==> src/rtl/tde_pkg.sv <==
// ----------------------------------------------------------------------------
// Timestamp delta encoder package
// Shared widths, codes and the encoder result type.
// ----------------------------------------------------------------------------
package tde_pkg;

  localparam int TS_W    = 64;
  localparam int CAP_W   = 21;
  localparam int BYTE_W  = 8;
  localparam int CODE_W  = 72;
  localparam int LEN_W   = 4;

  localparam logic [CAP_W-1:0] CAP_RESET = CAP_W'(4096);

  localparam logic [LEN_W-1:0] LEN_TIER1 = LEN_W'(1);
  localparam logic [LEN_W-1:0] LEN_TIER2 = LEN_W'(2);
  localparam logic [LEN_W-1:0] LEN_TIER3 = LEN_W'(3);
  localparam logic [LEN_W-1:0] LEN_WIDE  = LEN_W'(9);

  typedef enum logic {
    CMD_APPEND    = 1'b0,
    CMD_NEW_BLOCK = 1'b1
  } cmd_t;

  typedef enum logic [1:0] {
    STATUS_STORED = 2'd0,
    STATUS_FULL   = 2'd1,
    STATUS_FIRST  = 2'd2
  } status_t;

  typedef struct packed {
    logic [CODE_W-1:0] bits;  // code left-aligned, first byte in the top bits
    logic [LEN_W-1:0]  len;
  } code_t;

endpackage

==> src/rtl/tde_coder.sv <==
// ----------------------------------------------------------------------------
// Timestamp delta encoder prefix coder
// Picks the tier for a delta-of-delta and forms its left-aligned byte code.
// ----------------------------------------------------------------------------
module tde_coder (
  input  logic [tde_pkg::TS_W-1:0] dod,
  output tde_pkg::code_t           code
);

  logic fit1;
  logic fit2;
  logic fit3;

  assign fit1 = (&dod[63:5])  || !(|dod[63:5]);
  assign fit2 = (&dod[63:12]) || !(|dod[63:12]);
  assign fit3 = (&dod[63:19]) || !(|dod[63:19]);

  always_comb begin
    if (fit1) begin
      code.len  = tde_pkg::LEN_TIER1;
      code.bits = {2'b10, dod[5:0], 64'd0};
    end else if (fit2) begin
      code.len  = tde_pkg::LEN_TIER2;
      code.bits = {3'b110, dod[12:0], 56'd0};
    end else if (fit3) begin
      code.len  = tde_pkg::LEN_TIER3;
      code.bits = {4'b1110, dod[19:0], 48'd0};
    end else begin
      code.len  = tde_pkg::LEN_WIDE;
      code.bits = {8'h00, dod};
    end
  end

endmodule

==> src/rtl/timestamp_delta_encoder_core.sv <==
// ----------------------------------------------------------------------------
// Timestamp delta encoder core
// Delta-of-delta prefix coder for 64-bit timestamps, one byte per output word.
// ----------------------------------------------------------------------------
// Path: the input word is registered in the input register, then loaded into the
//   byte shifter once the shifter is free; the shifter drives the result words.
// Throughput: one result word per cycle while m_tready is high; an item has 1,
//   2, 3 or 9 result words and holds the byte shifter until the last is taken;
//   the input register takes the next word while that last result is taken.
// Reset: clears the pipeline, the block state and sets the capacity to 4096.
module timestamp_delta_encoder_core (
  input  logic                        clk,
  input  logic                        rst,
  input  logic                        s_tvalid,
  output logic                        s_tready,
  input  logic [tde_pkg::TS_W-1:0]    s_tdata,   // timestamp
  input  logic                        s_tuser,   // cmd
  output logic                        m_tvalid,
  input  logic                        m_tready,
  output logic [tde_pkg::BYTE_W-1:0]  m_tdata,   // out_byte
  output logic [2:0]                  m_tuser,   // byte_valid, status[1:0]
  output logic                        m_tlast,
  input  logic                        cfg_wen,
  input  logic [tde_pkg::CAP_W-1:0]   cfg_wdata
);

  logic                        in_valid;
  tde_pkg::cmd_t               in_cmd;
  logic [tde_pkg::TS_W-1:0]    in_ts;

  logic [tde_pkg::CAP_W-1:0]   capacity;
  logic                        awaiting_first;
  logic                        awaiting_first_next;
  logic [tde_pkg::TS_W-1:0]    held_time;
  logic [tde_pkg::TS_W-1:0]    held_time_next;
  logic [tde_pkg::TS_W-1:0]    prev_dod;
  logic [tde_pkg::TS_W-1:0]    prev_dod_next;
  logic [tde_pkg::CAP_W-1:0]   bytes_used;
  logic [tde_pkg::CAP_W-1:0]   bytes_used_next;

  logic [tde_pkg::CODE_W-1:0]  emit_buf;
  logic [tde_pkg::LEN_W-1:0]   emit_cnt;
  tde_pkg::status_t            emit_status;
  logic                        emit_bv;

  logic [tde_pkg::CODE_W-1:0]  res_buf;
  logic [tde_pkg::LEN_W-1:0]   res_len;
  tde_pkg::status_t            res_status;
  logic                        res_bv;

  logic [tde_pkg::TS_W-1:0]    dod;
  tde_pkg::code_t              code;
  logic [tde_pkg::CAP_W-1:0]   free_bytes;
  logic                        refuse;
  logic                        emit_free;
  logic                        load;
  logic                        out_take;

  assign out_take  = m_tvalid && m_tready;
  assign emit_free = (emit_cnt == '0) || ((emit_cnt == tde_pkg::LEN_W'(1)) && m_tready);
  assign load      = in_valid && emit_free;
  assign s_tready  = !in_valid || load;

  assign m_tvalid = (emit_cnt != '0);
  assign m_tdata  = emit_buf[tde_pkg::CODE_W-1 -: tde_pkg::BYTE_W];
  assign m_tuser  = {emit_status, emit_bv};
  assign m_tlast  = (emit_cnt == tde_pkg::LEN_W'(1));

  assign dod = in_ts - held_time - prev_dod;

  tde_coder u_coder (
    .dod  (dod),
    .code (code)
  );

  assign free_bytes = capacity - bytes_used;
  assign refuse     = (capacity <= bytes_used) ||
                      (free_bytes < {{(tde_pkg::CAP_W-tde_pkg::LEN_W){1'b0}}, code.len});

  always_comb begin
    res_buf             = '0;
    res_len             = tde_pkg::LEN_W'(1);
    res_status          = tde_pkg::STATUS_FIRST;
    res_bv              = 1'b0;
    awaiting_first_next = awaiting_first;
    held_time_next      = held_time;
    prev_dod_next       = prev_dod;
    bytes_used_next     = bytes_used;
    if (in_cmd == tde_pkg::CMD_NEW_BLOCK) begin
      awaiting_first_next = 1'b1;
      bytes_used_next     = '0;
    end else if (awaiting_first) begin
      awaiting_first_next = 1'b0;
      held_time_next      = in_ts;
      prev_dod_next       = '0;
    end else if (refuse) begin
      res_status = tde_pkg::STATUS_FULL;
    end else begin
      res_buf         = code.bits;
      res_len         = code.len;
      res_status      = tde_pkg::STATUS_STORED;
      res_bv          = 1'b1;
      held_time_next  = in_ts;
      prev_dod_next   = dod;
      bytes_used_next = bytes_used + {{(tde_pkg::CAP_W-tde_pkg::LEN_W){1'b0}}, code.len};
    end
  end

  always_ff @(posedge clk) begin
    if (rst) begin
      in_valid <= 1'b0;
    end else if (s_tready) begin
      in_valid <= s_tvalid;
    end
  end

  always_ff @(posedge clk) begin
    if (s_tvalid && s_tready) begin
      in_cmd <= tde_pkg::cmd_t'(s_tuser);
      in_ts  <= s_tdata;
    end
  end

  always_ff @(posedge clk) begin
    if (rst) begin
      capacity <= tde_pkg::CAP_RESET;
    end else if (cfg_wen) begin
      capacity <= cfg_wdata;
    end
  end

  always_ff @(posedge clk) begin
    if (rst) begin
      awaiting_first <= 1'b1;
      held_time      <= '0;
      prev_dod       <= '0;
      bytes_used     <= '0;
    end else if (load) begin
      awaiting_first <= awaiting_first_next;
      held_time      <= held_time_next;
      prev_dod       <= prev_dod_next;
      bytes_used     <= bytes_used_next;
    end
  end

  always_ff @(posedge clk) begin
    if (rst) begin
      emit_cnt <= '0;
    end else if (load) begin
      emit_cnt <= res_len;
    end else if (out_take) begin
      emit_cnt <= emit_cnt - tde_pkg::LEN_W'(1);
    end
  end

  // load or advance the byte shifter
  always_ff @(posedge clk) begin
    if (load) begin
      emit_buf    <= res_buf;
      emit_status <= res_status;
      emit_bv     <= res_bv;
    end else if (out_take) begin
      emit_buf <= {emit_buf[tde_pkg::CODE_W-tde_pkg::BYTE_W-1:0], {tde_pkg::BYTE_W{1'b0}}};
    end
  end

  a_cnt_range: assert property (@(posedge clk) disable iff (rst)
    emit_cnt <= tde_pkg::LEN_WIDE)
    else $error("result count out of range");

  a_status_single: assert property (@(posedge clk) disable iff (rst)
    (m_tvalid && !m_tuser[0]) |-> (m_tlast && (m_tdata == '0)))
    else $error("status word not a single zero word");

  a_load_free: assert property (@(posedge clk) disable iff (rst)
    load |-> ((emit_cnt == '0) || (m_tlast && m_tready)))
    else $error("shifter reloaded while busy");

  a_state_hold: assert property (@(posedge clk) disable iff (rst)
    !load |=> ($stable(held_time) && $stable(prev_dod) && $stable(bytes_used)))
    else $error("state changed without an item");

endmodule

==> config.mk <==
export PLATFORM = sky130hd
export DESIGN_NAME = timestamp_delta_encoder_core
export DESIGN_NICKNAME = d
export VERILOG_FILES = /design/src/rtl/tde_pkg.sv /design/src/rtl/tde_coder.sv /design/src/rtl/timestamp_delta_encoder_core.sv
export SDC_FILE = /design/constraint.sdc
export NUM_CORES = 1
export LEC_CHECK = 0
export BUFFER_PORTS_ARGS = -buffer_cell sky130_fd_sc_hd__buf_2
export CAP_MARGIN = 20
export CORE_MARGIN = 2
export CORE_UTILIZATION = 47
export CTS_BUF_LIST = sky130_fd_sc_hd__clkbuf_2 sky130_fd_sc_hd__clkbuf_4 sky130_fd_sc_hd__clkbuf_8
export DETAILED_ROUTE_END_ITERATION = 8
export PLACE_DENSITY_LB_ADDON = 0.08
export SETUP_SLACK_MARGIN = 0.15
export SYNTH_ARGS = -nofsm -noshare
export SYNTH_HDL_FRONTEND = slang
export SYNTH_SLANG_ARGS = --single-unit
==> constraint.sdc <==
create_clock -name clk -period 11.3 [get_ports clk]
set_clock_uncertainty 0.15 [all_clocks]
set_input_delay 0.565 -clock clk [delete_from_list [all_inputs] [get_ports clk]]
set_output_delay 0.565 -clock clk [all_outputs]
set_load 0.01 [all_outputs]
-- Word level (Yosys, flattened, before mapping)
Cells that the tools add are included.
- bits in registers: 316
- bits in latches: 0
- memory bits (writable): 0
- ROM bits: 0
- input port bits: 91
- memories kept: 0
- add/subtract/negate cells: 5
- multipliers: 0
- divide/modulo/power cells: 0
- order comparisons: 2
- equality and inequality tests: 4
- shift operators: 0
- muxes and demuxes: 23
- bitwise logic cells: 1
- reductions and logical operators: 26
- operators with widths (kind ; count):
    72-bit 2-to-1 mux ; 5
    64-bit 2-to-1 mux ; 4
    76-bit 2-to-1 mux ; 3
    64-bit subtractor ; 2
    21-bit 2-to-1 mux ; 3
    59-bit AND reduction ; 1
    59-bit OR reduction ; 1
    52-bit AND reduction ; 1
    52-bit OR reduction ; 1
    45-bit AND reduction ; 1
    45-bit OR reduction ; 1
    21-bit by 4-bit adder with 21-bit output ; 1
    21-bit less-or-equal comparator ; 1
    21-bit by 4-bit less-than comparator with 1-bit output ; 1
    21-bit subtractor ; 1
    4-bit 2-to-1 mux ; 5
    1-bit logical OR ; 6
    2-bit != test, second input constant ; 3
    3-bit AND reduction ; 2
    4-bit by 1-bit == test with 1-bit output, second input constant ; 1
    1-bit logical AND ; 4
    1-bit logical NOT ; 4
    4-bit logical NOT ; 1
    4-bit nonzero test ; 1
    5 further kinds ; 7

-- Longest topological paths before layout
Gate-level depths: netlist of the first run.
- depth after elaboration: 14
- mapped depth: 36
- gate-level depth less buffers: 32

-- Cells and area by module
Synthesis of the first run repeated with hierarchy kept, for this count alone.
- cells, all modules: 2155
- area, all modules: 19732.7 um^2
- modules (own cells, without submodules) (module ; times used ; cells an instance ; area each (um^2)):
    timestamp_delta_encoder_core ; 1 ; 1994 ; 18652.9
    tde_coder ; 1 ; 161 ; 1079.8

-- Least setup slack after synthesis of the first run
OpenSTA, ideal clock, no wires.
- path kind: register to register
- from: register in_ts[0] in the netlist's numbering
- to: register bytes_used[20] in the netlist's numbering
- setup time: 122 ps
- arrival: 8597 ps
- setup slack: 2432 ps
- cell stages (with the launch flop): 32
- clock period less this slack: 8868 ps
- cell sequence: edfxtp_1 fa_1 inv_1 ha_1 or2_2 fa_1 a211oi_1 o21ai_0 and3_1 o211a_1 o21ai_1 a2111oi_0 or4_1 a211oi_1 nand4_1 or3_1 o41ai_2 nor2_1 inv_1 ha_1 fa_1 a31oi_1 or3_1 or3_1 or3_1 or3_1 or3_1 or3_1 or3_1 or3_1 and3_1 a221o_1
- cells in the longest elaborated chain, start to end: 12
- elaborated cells on any way between the ends: 25
- those cells by class: 3 x add/sub; 1 x order compare; 1 x eq/ne; 6 x mux; 14 x reduce/logical
- ends and longest elaborated chain (what ; RTL line ; text):
    from (decl) ; timestamp_delta_encoder_core.sv:29 ; logic [tde_pkg::TS_W-1:0] in_ts;
    from (signal assigned) ; timestamp_delta_encoder_core.sv:120 ; in_ts <= s_tdata;
    64-bit subtractor (*) (2 in series) ; timestamp_delta_encoder_core.sv:69 ; assign dod = in_ts - held_time - prev_dod;
    45-bit OR reduction ; tde_coder.sv:16 ; assign fit3 = (&dod[63:19]) || !(|dod[63:19]);
    1-bit logical NOT ; tde_coder.sv:16 ;
    1-bit logical OR ; tde_coder.sv:16 ;
    76-bit 2-to-1 mux ; tde_coder.sv:25 ; end else if (fit3) begin
    76-bit 2-to-1 mux ; tde_coder.sv:22 ; end else if (fit2) begin
    76-bit 2-to-1 mux (*) ; tde_coder.sv:19 ; if (fit1) begin
    21-bit by 4-bit adder with 21-bit output or 21-bit by 4-bit less-than comparator with 1-bit output (tied branches) ; timestamp_delta_encoder_core.sv:105, timestamp_delta_encoder_core.sv:78 ;
    21-bit 2-to-1 mux or 1-bit logical OR (tied branches) ; timestamp_delta_encoder_core.sv:96, timestamp_delta_encoder_core.sv:77 ;
    21-bit 2-to-1 mux or 2-bit != test (tied branches) ; n/a ;
    21-bit 2-to-1 mux or 3-bit AND reduction (tied branches) ; n/a ;
    to (signal assigned) ; timestamp_delta_encoder_core.sv:142 ; bytes_used <= bytes_used_next;
    to (decl) ; timestamp_delta_encoder_core.sv:38 ; logic [tde_pkg::CAP_W-1:0] bytes_used;
Every way passes the cells marked *; elsewhere a longest branch is shown, timed or not. The select of a mux whose other input is x is not followed.
A chain may end at the register's enable or synchronous reset.

-- Worst setup path in the final report of the first run
- from: register in_ts[0] in the netlist's numbering
- to: register prev_dod[13] in the netlist's numbering
- cells in the longest elaborated chain, start to end: 12
- elaborated cells on any way between the ends: 23
- those cells by class: 2 x add/sub; 1 x order compare; 1 x eq/ne; 5 x mux; 14 x reduce/logical
- ends and longest elaborated chain (what ; RTL line ; text):
    64-bit subtractor (*) (2 in series) ; timestamp_delta_encoder_core.sv:69 ;
    45-bit OR reduction ; tde_coder.sv:16 ;
    1-bit logical NOT ; tde_coder.sv:16 ;
    1-bit logical OR ; tde_coder.sv:16 ;
    76-bit 2-to-1 mux ; tde_coder.sv:25 ;
    76-bit 2-to-1 mux ; tde_coder.sv:22 ;
    76-bit 2-to-1 mux ; tde_coder.sv:19 ;
    21-bit by 4-bit less-than comparator with 1-bit output ; timestamp_delta_encoder_core.sv:78 ; (free_bytes < {{(tde_pkg::CAP_W-tde_pkg::LEN_W){1'b0}}, code.len});
    1-bit logical OR ; timestamp_delta_encoder_core.sv:77 ; assign refuse = (capacity <= bytes_used) ||
    2-bit != test (no source line) ; n/a ;
    3-bit AND reduction (no source line) ; n/a ;
    to (signal assigned) ; timestamp_delta_encoder_core.sv:141 ; prev_dod <= prev_dod_next;
    to (decl) ; timestamp_delta_encoder_core.sv:36 ; logic [tde_pkg::TS_W-1:0] prev_dod;
Marks and branches as above.

==> results of run 1 <==
==> worst max path at each step <==
stage,to
3_5_place_dp,prev_dod[13]
4_1_cts,prev_dod[13]
2_1_floorplan,bytes_used[20]
6_report,prev_dod[13]
3_3_place_gp,bytes_used[20]
5_1_grt,prev_dod[39]
==> power by group <==
part	total (W)	switching [W]	leakage, nW	internal [W]
Combinational	0.00217	0.00146	5.01	0.000706
Sequential	0.00160	0.0000997	2.79	0.00150
Clock	0.00124	0.000526	0.672	0.000711
==> layout make-up <==
| type | instances | area [µm²] |
|---|---|---|
| clock inverter | 27 | 288 |
| clock buffer | 81 | 1000 |
| multi-input combinational | 1551 | 11000 |
| fill | 3834 | 18900 |
| sequential | 316 | 7730 |
| tap | 539 | 674 |
| timing repair buffer | 223 | 1660 |
| inverter | 190 | 713 |
==> worst max-delay path, delay by kind of cell, from the launching register on <==
family,cells,cell delay (ps)
and+or+nand+nor,14,4590
AOI/OAI and AO/OA,10,3430
adders and majority gates,4,1440
DFF,1,420
xor gates and xnor gates,1,200
buffers and inverters,2,130
==> kinds of logic after synthesis <==
family,after synthesis,synth area share [%]
flops,316,38.7
compound gates,667,22.0
xor+xnor,69,3.02
mux,27,1.36
buf+inv,328,6.72
simple gates,629,15.9
fa+ha+maj,159,12.4
==> routing by layer <==
metal	track usage (%)	routed length, µm	vias up
li1	-	-	8302
met1	42.4	30100	8602
met2	45.1	28500	578
met3	3.37	3710	82
met4	8.00	1310	0
met5	0	0	-
==> registers in the layout (all words and copies together) (netlist names) <==
register        count
emit_buf           72
bytes_used         21
prev_dod           64
held_time          64
capacity           21
emit_cnt            4
in_ts              64
in_valid            1
in_cmd              1
emit_status         2
awaiting_first      1
emit_bv             1
==> what timing repair did <==
item	CTS	global route
hold endpoints to repair	94	0
hold buffers	88	0
buffers inserted	0	0
==> stage by stage <==
stage                     cell area (µm²)  utilization, %  total power (W)  hold slack (ps)  worst slack, ps
final                               23000            54.9          0.00500              151              772
after global routing                23000            54.9          0.00527              178              164
after CTS                           23000            54.9          0.00500              102              852
after detailed placement            20900            49.7          0.00373              299              912
after global placement              20900            49.7          0.00371              298             1400
after floorplan                     20000               -          0.00298              282             2430
==> placed cells by master, fill, tap and decap left out, types with 89 or more instances in the layout <==
cell type  synthesis  routed
nor2_1           142     141
edfxtp_1         140     140
a22o_1            89      89
nand2_1          157     156
nand3_1          100     100
a21oi_1          196     194
buf_2             22     103
dfxtp_1          176     176
ha_1              94      94
inv_1            190     189
o21ai_0          156     156
==> flow_metrics.env, run 1 <==
export IMPL_synth_edff_count=140
export IMPL_dieArea_um2=44200
export IMPL_cp_startpoint="in_ts[0]"
export IMPL_timing_rr_start="in_ts[0]"
export IMPL_synth_top_cell_area_share_pct=21.0
export IMPL_cts_max_level=2
export IMPL_grt_pass1_vias=17000
export IMPL_ys_seq_area_share_pct=38.7
export IMPL_startpoint_type="register"
export IMPL_hold_depth=4
export IMPL_synth_async_reset_ratio_pct=0
export IMPL_antenna_found_initial=0
export IMPL_cts_sinks=316
export IMPL_fin_cells=2927
export IMPL_slowest_stage="or2_1"
export IMPL_synth_seq_cells=316
export IMPL_final_period_utilization_pct=93.2
export IMPL_slew_headroom_pct=33.4
export IMPL_rsz0062_at_grt="false"
export IMPL_cellPowerDensity_nw_per_um2=217
export IMPL_cts_root_buf="clkbuf_8"
export IMPL_fin_nets=2589
export IMPL_cap_violations=0
export IMPL_r2r_end="prev_dod[13]"
export IMPL_rr_worst_depth=31
export IMPL_rrSetupSlack_ps=770
export IMPL_slew_violations=0
export IMPL_initial_utilization_pct=47.7
export IMPL_gp_congestion=0.959
export IMPL_endpoint_kind="register"
export IMPL_min_path_type="input pin to register"
export IMPL_synth_warnings=0
export IMPL_cts_resized=0
export IMPL_synth_area_leaders="edfxtp_1 (21%), dfxtp_1 (18%), fa_1 (6.5%)"
export IMPL_synthCells=2195
export IMPL_place_inst=2731
export IMPL_vias=17600
export IMPL_drt_iter0_drc=1526
export IMPL_clockBufferDepth=3
export IMPL_insertion_delay_ps=680
export IMPL_post_drt_wl_per_cell_um=21.7
export IMPL_drc=0
export IMPL_syn2layout_area_growth_pct=15.2
export IMPL_synth_commonest_cells="a21oi_1 (196), inv_1 (190), dfxtp_1 (176)"
export IMPL_synthDistinctLibCells=85
export IMPL_status="completed"
export IMPL_pin_count=105
export IMPL_cts_tree="built"
export IMPL_die_w_um=210
export IMPL_hpwl_mm=47.1
export IMPL_grtUsageTotal_pct=28.9
export IMPL_critPathKind="register to register"
export IMPL_critPathMaxFanout=18
export IMPL_synth_net_count=2445
export IMPL_ant_nets=0
export IMPL_die_h_um=210
export IMPL_tns_ps=0
export IMPL_path_clk_slew_ps=70
export IMPL_syn_area_per_cell_um2=9.11
export IMPL_worst_slew_pin_transition_ps=999
export IMPL_hold_violations=0
export IMPL_crit_path_max_incr_delay_ps=640
export IMPL_synth_top_flop_cell="dfxtp_1"
export IMPL_grt_max_degree=88
export IMPL_clock_fmax_mhz=95.0
export IMPL_detail_route_vias_per_cell=6.00
export IMPL_cts_buffers=57
export IMPL_finalSetupViolCount=0
export IMPL_yosysMostFrequentCell="a21oi_1"
export IMPL_grt_pass1_wl_mm=99.6
export IMPL_yosys_area_top_type="edfxtp_1"
export IMPL_grt_overflow=0
export IMPL_syn_cell_area_um2=20000
export IMPL_drive_gt1_share_pct=11.2
export IMPL_row_count=75
export IMPL_required_ps=11690
export IMPL_power_leakage_nw=8.47
export IMPL_drt_total_wl_mm=63.6
export IMPL_diodes=0
export IMPL_fin_crit_ps=10530
export IMPL_hold_end="in_valid"
export IMPL_core_area_um2=41900
export IMPL_port_buffers=104
export IMPL_crit_arrival_ps=10920
export IMPL_worstHoldStart="m_tready"
export IMPL_ir_worst_vdd_uv=120
export IMPL_dr_pass1_iters=5
Power figures use the tool's default switching activity.
==> run 2, diff against run 1 <==
- PLACE_DENSITY: default -> 0.62
- PLACE_DENSITY_LB_ADDON: 0.08 -> default
==> run 2 against run 1 <==
Worst setup slack improved by 160 ps. Fmax rose by 1.6%. Sequential power barely moved. Sequential cell count did not move. Combinational power fell by 2%. Critical endpoint is now emit_buf[22]. Total power fell by 2.5%. Count of clock-buffer cells in the layout rose by 9. Global-route usage fell by 0.66 points. Critical path type unchanged. First-iteration DRC count rose by 12%. Largest power group unchanged. Worst hold slack got worse by 52 ps. Via count barely moved.
==> flow_metrics.env, run 2 (synthesized netlist as in run 1, its figures left out) <==
export IMPL_status="completed"
export IMPL_grtUsageTotal_pct=28.2
export IMPL_drive_gt1_share_pct=11.1
export IMPL_layout_common_cells="a21oi_1 (194), inv_1 (189), dfxtp_1 (176), nand2_1 (156), o21ai_0 (156)"
export IMPL_grt_overflow=0
export IMPL_cts_buffers=56
export IMPL_drc=0
export IMPL_crit_path_max_incr_delay_ps=660
export IMPL_initial_utilization_pct=47.7
export IMPL_core_area_um2=41900
export IMPL_vias=17600
export IMPL_antenna_found_initial=1
export IMPL_place_inst=2727
export IMPL_grt_pass1_vias=17100
export IMPL_row_count=75
export IMPL_ant_nets=0
export IMPL_startpoint_type="register"
export IMPL_largest_reg_flops=72
export IMPL_clock_fmax_mhz=96.5
export IMPL_die_h_um=210
export IMPL_fin_crit_ps=10360
export IMPL_min_path_type="input pin to register"
export IMPL_endpoint_kind="register"
export IMPL_required_ps=11570
export IMPL_cp_startpoint="in_ts[0]"
export IMPL_worstHoldStart="rst"
export IMPL_clockBufferDepth=3
export IMPL_port_buffers=104
export IMPL_gp_congestion=0.976
export IMPL_slowest_stage="a211oi_2"
export IMPL_pin_count=105
export IMPL_grt_pass1_wl_mm=97.9
export IMPL_cts_max_level=2
export IMPL_drt_iter0_drc=1709
export IMPL_cap_violations=0
export IMPL_largest_register="emit_buf"
export IMPL_hold_violations=0
export IMPL_diodes=0
export IMPL_post_drt_wl_per_cell_um=21.2
export IMPL_crit_arrival_ps=10630
export IMPL_slew_violations=0
export IMPL_slew_headroom_pct=35.7
export IMPL_power_leakage_nw=8.41
export IMPL_postLayoutCellArea_um2=22900
export IMPL_fin_cells=2920
export IMPL_detail_route_vias_per_cell=6.02
export IMPL_place_area_um2=20800
export IMPL_drt_total_wl_mm=61.9
export IMPL_critPathKind="register to register"
export IMPL_die_w_um=210
export IMPL_dr_pass1_iters=5
export IMPL_grt_max_degree=88
export IMPL_dieArea_um2=44200
export IMPL_final_period_utilization_pct=91.7
export IMPL_p_total_w=0.00488
export IMPL_cts_setup_buffers=0
export IMPL_rsz0062_at_grt="false"
export IMPL_tns_ps=0
export IMPL_finalSetupViolCount=0
export IMPL_cts_tree="built"
export IMPL_timing_rr_start="in_ts[0]"
export IMPL_cellPowerDensity_nw_per_um2=213
export IMPL_insertion_delay_ps=690
export IMPL_critPathMaxFanout=34
export IMPL_fin_nets=2583
export IMPL_fill_cells=3843
export IMPL_path_clk_slew_ps=70
export IMPL_ir_worst_vdd_uv=129
export IMPL_cts_sinks=316
export IMPL_worst_slew_pin_transition_ps=965
export IMPL_cts_root_buf="clkbuf_8"
export IMPL_syn2layout_area_growth_pct=14.6
export IMPL_final_common_cell="a21oi_1"
export IMPL_hpwl_mm=45.3
-- run 2: changes by cell type in the layout (fill, tap and decap cells not counted), sizes merged --
cell,previous run,this run
clkinv,17,11
bufinv,6,1
inv,191,192
buf,135,131
clkinvlp,3,2
clkbuf,81,90
dlygate4sd3,88,87
-- run 2: per-stage QoR --
step / utilization (%) / worst slack (ps) / hold slack [ps]
floorplan: - / 2430 / 282
global placement: 49.7 / 1430 / 301
detailed placement: 49.7 / 1130 / 305
CTS: 54.6 / 1040 / 52.9
global route: 54.6 / 202 / 93.7
finish: 54.6 / 936 / 98.0
-- run 2: worst paths after layout --
kind / to / slack (ps) / cells past startpoint
setup reg to reg: emit_buf[22] / 940 / 31
setup / recovery: emit_buf[22] / 940 / 31
hold reg to reg: prev_dod[27] / 320 / 1
hold / removal: held_time[49] / 100 / 2
-- run 2: power breakdown --
group | total (W) | switching (W) | internal [W]
logic | 0.00213 | 0.00144 | 0.000697
registers | 0.00160 | 0.000101 | 0.00150
clock network | 0.00114 | 0.000510 | 0.000633
-- run 2: metal layers --
metal	up-vias	track usage [%]	wire (µm)
li1	8301	-	-
met1	8512	40.8	29000
met2	634	44.0	27200
met3	118	3.64	3920
met4	0	9.05	1700
met5	-	0	0
-- run 2: layout make-up --
| class | count | area, µm² | share of cell area [%] |
|---|---|---|---|
| multi-input combinational | 1551 | 11000 | 47.9 |
| clock inverter | 16 | 111 | 0.486 |
| timing repair buffer | 218 | 1620 | 7.08 |
| sequential | 316 | 7730 | 33.7 |
| clock buffer | 90 | 1090 | 4.75 |
| inverter | 190 | 713 | 3.11 |
| tap | 539 | 674 | 2.94 |
-- run 2: critical path: cells and delay by family, from the launching register on --
kind                     cells  cell delay [ps]
flip-flops                   1              430
adder cells (fa/ha/maj)      4             1570
AND/OR/NAND/NOR             13             3540
XOR/XNOR                     1              200
AO/OA/AOI/OAI               10             3330
buffers and inverters        3              830
-- run 2: repair_timing --
item	in CTS	in global routing
hold buffers	87	0
endpoints found under the setup margin	0	2
hold endpoints to repair	87	0
gates resized for setup	0	1
